===== src/hdl/spk_pkg.sv =====
// Shared types, widths and constants of the spectral peak picker.
package spk_pkg;

    localparam int FFT_LEN_DEF   = 1024;
    localparam int TOP_PEAKS_DEF = 5;

    localparam int IN_W   = 27;          // signed bin component
    localparam int SQ_W   = 2 * IN_W;    // square and sum of squares
    localparam int POW_W  = 44;          // power after the divide
    localparam int LEV_W  = 45;          // smoothed level
    localparam int LVL_W  = 38;          // stored level (level >> 7)
    localparam int BIN_W  = 9;

    localparam int KEEP_SHIFT = 6;
    localparam int LVL_SHIFT  = 7;

    // Divide by 1000, one 16-bit chunk per pipeline stage
    localparam int DIVISOR     = 1000;
    localparam int CHUNK_W     = 16;
    localparam int N_CHUNK     = (SQ_W + CHUNK_W - 1) / CHUNK_W;
    localparam int REM_W       = 10;
    localparam int RECIP_SHIFT = 36;
    localparam longint RECIP   = (longint'(1) << RECIP_SHIFT) / DIVISOR;
    localparam int RECIP_W     = 27;

    localparam int CFG_ADDR_W = 3;
    localparam int CFG_DATA_W = 32;
    localparam logic REG_MIN_BIN = 1'b0;   // word index of min_bin
    localparam logic [BIN_W-1:0] MIN_BIN_RESET = 9'd51;

    typedef logic signed [IN_W-1:0] sample_t;
    typedef logic [BIN_W-1:0]       bin_t;
    typedef logic [LVL_W-1:0]       lvl_t;
    typedef logic [POW_W-1:0]       pow_t;
    typedef logic [LEV_W-1:0]       lev_t;

    typedef struct packed {
        logic valid;
        logic frame_end;
        pow_t power;
    } pow_item_t;

    typedef struct packed {
        logic en;
        bin_t bin;
        lev_t left;
        lev_t mid;
        lev_t right;
    } cand_t;

endpackage


===== src/hdl/spk_insert.sv =====
// Top-k list insertion of one peak candidate, ties placed after equal entries.
module spk_insert
#(
    parameter int TOP_PEAKS = spk_pkg::TOP_PEAKS_DEF
)
(
    input  spk_pkg::cand_t cand,
    input  spk_pkg::lvl_t  lvl_in  [TOP_PEAKS],
    input  spk_pkg::bin_t  bin_in  [TOP_PEAKS],
    output spk_pkg::lvl_t  lvl_out [TOP_PEAKS],
    output spk_pkg::bin_t  bin_out [TOP_PEAKS]
);

    localparam int LEV_W = spk_pkg::LEV_W;
    localparam int LVL_W = spk_pkg::LVL_W;

    logic                 take;
    spk_pkg::lvl_t        lvl_new;
    logic [TOP_PEAKS-1:0] ge;

    assign lvl_new = LVL_W'(cand.mid >> spk_pkg::LVL_SHIFT);
    assign take    = cand.en
                   && ((cand.mid >> spk_pkg::KEEP_SHIFT) > LEV_W'(lvl_in[TOP_PEAKS-1]))
                   && (cand.mid >= cand.left)
                   && (cand.mid > cand.right);

    for (genvar j = 0; j < TOP_PEAKS; j++)
    begin : g_slot
        logic keep;

        assign ge[j] = lvl_in[j] >= lvl_new;
        assign keep  = (j < TOP_PEAKS - 1) && ge[j];

        if (j == 0)
        begin : g_head
            always_comb
            begin
                if (!take || keep)
                begin
                    lvl_out[j] = lvl_in[j];
                    bin_out[j] = bin_in[j];
                end
                else
                begin
                    lvl_out[j] = lvl_new;
                    bin_out[j] = cand.bin;
                end
            end
        end
        else
        begin : g_body
            logic put;

            assign put = ge[j-1];
            always_comb
            begin
                if (!take || keep)
                begin
                    lvl_out[j] = lvl_in[j];
                    bin_out[j] = bin_in[j];
                end
                else if (put)
                begin
                    lvl_out[j] = lvl_new;
                    bin_out[j] = cand.bin;
                end
                else
                begin
                    // shift down behind the new entry
                    lvl_out[j] = lvl_in[j-1];
                    bin_out[j] = bin_in[j-1];
                end
            end
        end
    end

endmodule


===== config.mk =====
export PLATFORM = sky130hd
export DESIGN_NAME = spk_insert
export DESIGN_NICKNAME = d
export VERILOG_FILES = /design/src/hdl/spk_pkg.sv /design/src/hdl/spk_insert.sv
export SDC_FILE = /design/constraint.sdc
export NUM_CORES = 1
export LEC_CHECK = 0
export BUFFER_PORTS_ARGS = -buffer_cell sky130_fd_sc_hd__clkbuf_2
export CORE_ASPECT_RATIO = 0.7
export CORE_MARGIN = 5
export CORE_UTILIZATION = 25
export DETAILED_ROUTE_END_ITERATION = 6
export MAX_ROUTING_LAYER = met4
export PLACE_DENSITY_LB_ADDON = 0.08
export SLEW_MARGIN = 20
export SYNTH_ARGS = -nofsm -noshare
export SYNTH_HDL_FRONTEND = slang
export SYNTH_SLANG_ARGS = --single-unit

===== constraint.sdc =====
create_clock -name vclk -period 3.8
set_clock_uncertainty 0.2 [all_clocks]
set_input_delay 0.38 -clock vclk [all_inputs]
set_output_delay 0.38 -clock vclk [all_outputs]
set_load 0.005 [all_outputs]

==> impl_metrics.ini <==
[final_layout]
clockBufferCount = 0
syn2layout_area_growth_pct = 59.32
nNetsFinal = 2901
final_common_cell = clkbuf_2
seq_area_um2 = 0
fin_area_um2 = 18990
n_fill_cell = 4983
final_cell_mix = 570 x clkbuf_2, 268 x ha_1, 216 x buf_4
drive_above_1_share_pct = 57.97
nFlopsAndLatches = 0

[power_and_ir_drop]
power_density_nw_per_um2 = 136.0
ir_drop_v = 0.00005499
leakage_nw = 10.43

[die]
core_area_um2 = 47530
die_w_um = 271
start_util_pct = 25.08
fp-row-count = 67
chipHeight_um = 192.7
ios = 615
dieArea_um2 = 52220

[outcome]
violations = negative setup slack
outcome = complete, but fails checks

[timing]
setup_slack_ns = -0.5414
fin_crit_ns = 4.341
hold_viol = 0
worstMarginPinSlew_ns = 0.9023
slew_headroom_pct = 39.21
drv_slew = 0
period_share_pct = 114.2
max_clock_freq_ghz = 0.2303
rsz0062_at_grt = yes
setup_violations = 235

[route]
viasPerCell = 4.965
drc = 0
wl_mm = 69.66
drtIter0Drc = 731
wl_per_cell_um = 24.35
drtAntennaViolNets = 0
vias = 14200
drt_first_pass_iters = 5

[synth]
synth_area_leaders = ha_1 29%, mux2_2 24%, mux2_4 11%
syn_nets = 2073
ys_types = 48
netlist_area_um2 = 11920
synth_area_leader_cell = ha_1
syn_avg_cell_area_um2 = 8.437
synth_cells = 1413
yosys_warnings = 0
synth.top_cell.area_share_pct = 29.39
yosysSeqAreaShare_pct = 0

[clock_tree]
postCtsHoldBufs = 0

[worst_setup_path]
crit_type = in -> out
worstSetupEndpointType = output pin
worstSetupStartpoint = cand[81]
cp-start-kind = primary input
cp.required_ns = 3.22
cp_max_fo = 11
cp.arrival_ns = 3.76

[placement]
post-dp-hpwl_mm = 58.91
numPortBuffers = 615
pre_cts_ws_ns = -0.9587
place_congestion = 0.9045
place_area_um2 = 17460

[global_routing]
grt_util_all_layers_pct = 24.69
grt_pass1_wl_mm = 95.07
antenna_found_initial = 1
grt_max_degree = 24
grt_pass1_vias = 14400
grt_overflow = 0

[min_path]
hold_depth = 3
hp-start = bin_in[1]
hold_path_class = in -> out

[job]
max_cap_violations = 0
path summary, 6_finish.rpt:
| kind | slack [ns] | to |
|---|---|---|
| setup / recovery | -0.54 | bin_out[0] |
| hold / removal | 0.86 | bin_out[1] |
cells in the mapped netlist, drive strengths merged (8+ instances only):
cell type / number
a211oi: 19
a21o: 23
a21oi: 102
buf: 28
clkbuf: 27
ha: 280
inv: 175
mux2: 339
mux2i: 45
nand2: 66
nand2b: 8
nand3: 32
nand4: 44
nor2: 34
nor3: 11
o21ai: 118
stage by stage:
stage / power, mW / hold WS [ns] / setup TNS (ns) / utilization [%] / std cells
floorplan: 1.159 / 0.6772 / 0 / - / 1413
global placement: 2.350 / 0.8739 / -182.69 / 36.73 / 2829
detailed placement: 2.363 / 0.8662 / -175.04 / 36.73 / 2829
CTS: 2.478 / 0.8658 / -122.15 / 38.31 / 2843
global route: 2.799 / 0.8872 / -129.59 / 39.96 / 2861
finish: 2.583 / 0.8615 / -105.91 / 39.96 / 2861
worst max-delay path, cell delays in order:
cell and delay [ns]:
buf_2 0.14, ha_4 0.27, buf_4 0.10, nand2_1 0.04, o21ai_0 0.71, nand2_1 0.12, nand4_1 0.19, nor3_1 0.07
or4_4 0.43, buf_6 0.14, buf_6 0.12, buf_4 0.13, or2_4 0.30, buf_12 0.17, mux2_4 0.32, clkbuf_2 0.12
per-layer routing:
layer  track usage, %  wire (um)  vias to the layer above
li1                 -          -                     6937
met1            34.04      33620                     6761
met2            40.76      31920                      457
met3            2.200       3129                       49
met4            2.973        987                        0
met5                -          0                        -
what timing repair did:
action,4_1_cts,5_1_grt
buffers inserted,8,6
setup endpoints to repair,235,235
resized for setup,143,145
pin swaps,11,26
gates cloned,7,11
report_power, final:
part           leakage (nW)  internal [mW]  switching (mW)    total [mW]
Combinational          10.4           1.29            1.29          2.58
Sequential                0              0               0             0
Clock            0.00000634   0.0000000354               0  0.0000000354
Total                  10.4           1.29            1.29          2.58
kinds of logic (layout without fill, tap and decap cells):
logic type	after synthesis	count (layout)	synth area share, %
adders and majority gates	280	280	29.39
muxes	384	384	38.57
buffers and inverters	230	1055	8.176
AOI/OAI and AO/OA	302	302	14.64
other	0	1	0
and+or+nand+nor	217	218	9.225
cell type report:
cell class                      instances  area (um2)  area share (%)
Multi-Input combinational cell       1184       11680           61.51
Timing Repair Buffer                  880        5852           30.81
Tap cell                              621       777.0           4.091
Inverter                              175       679.4           3.577
Antenna cell                            1       2.502         0.01318
No activity file was read; power rests on OpenSTA's default activity.
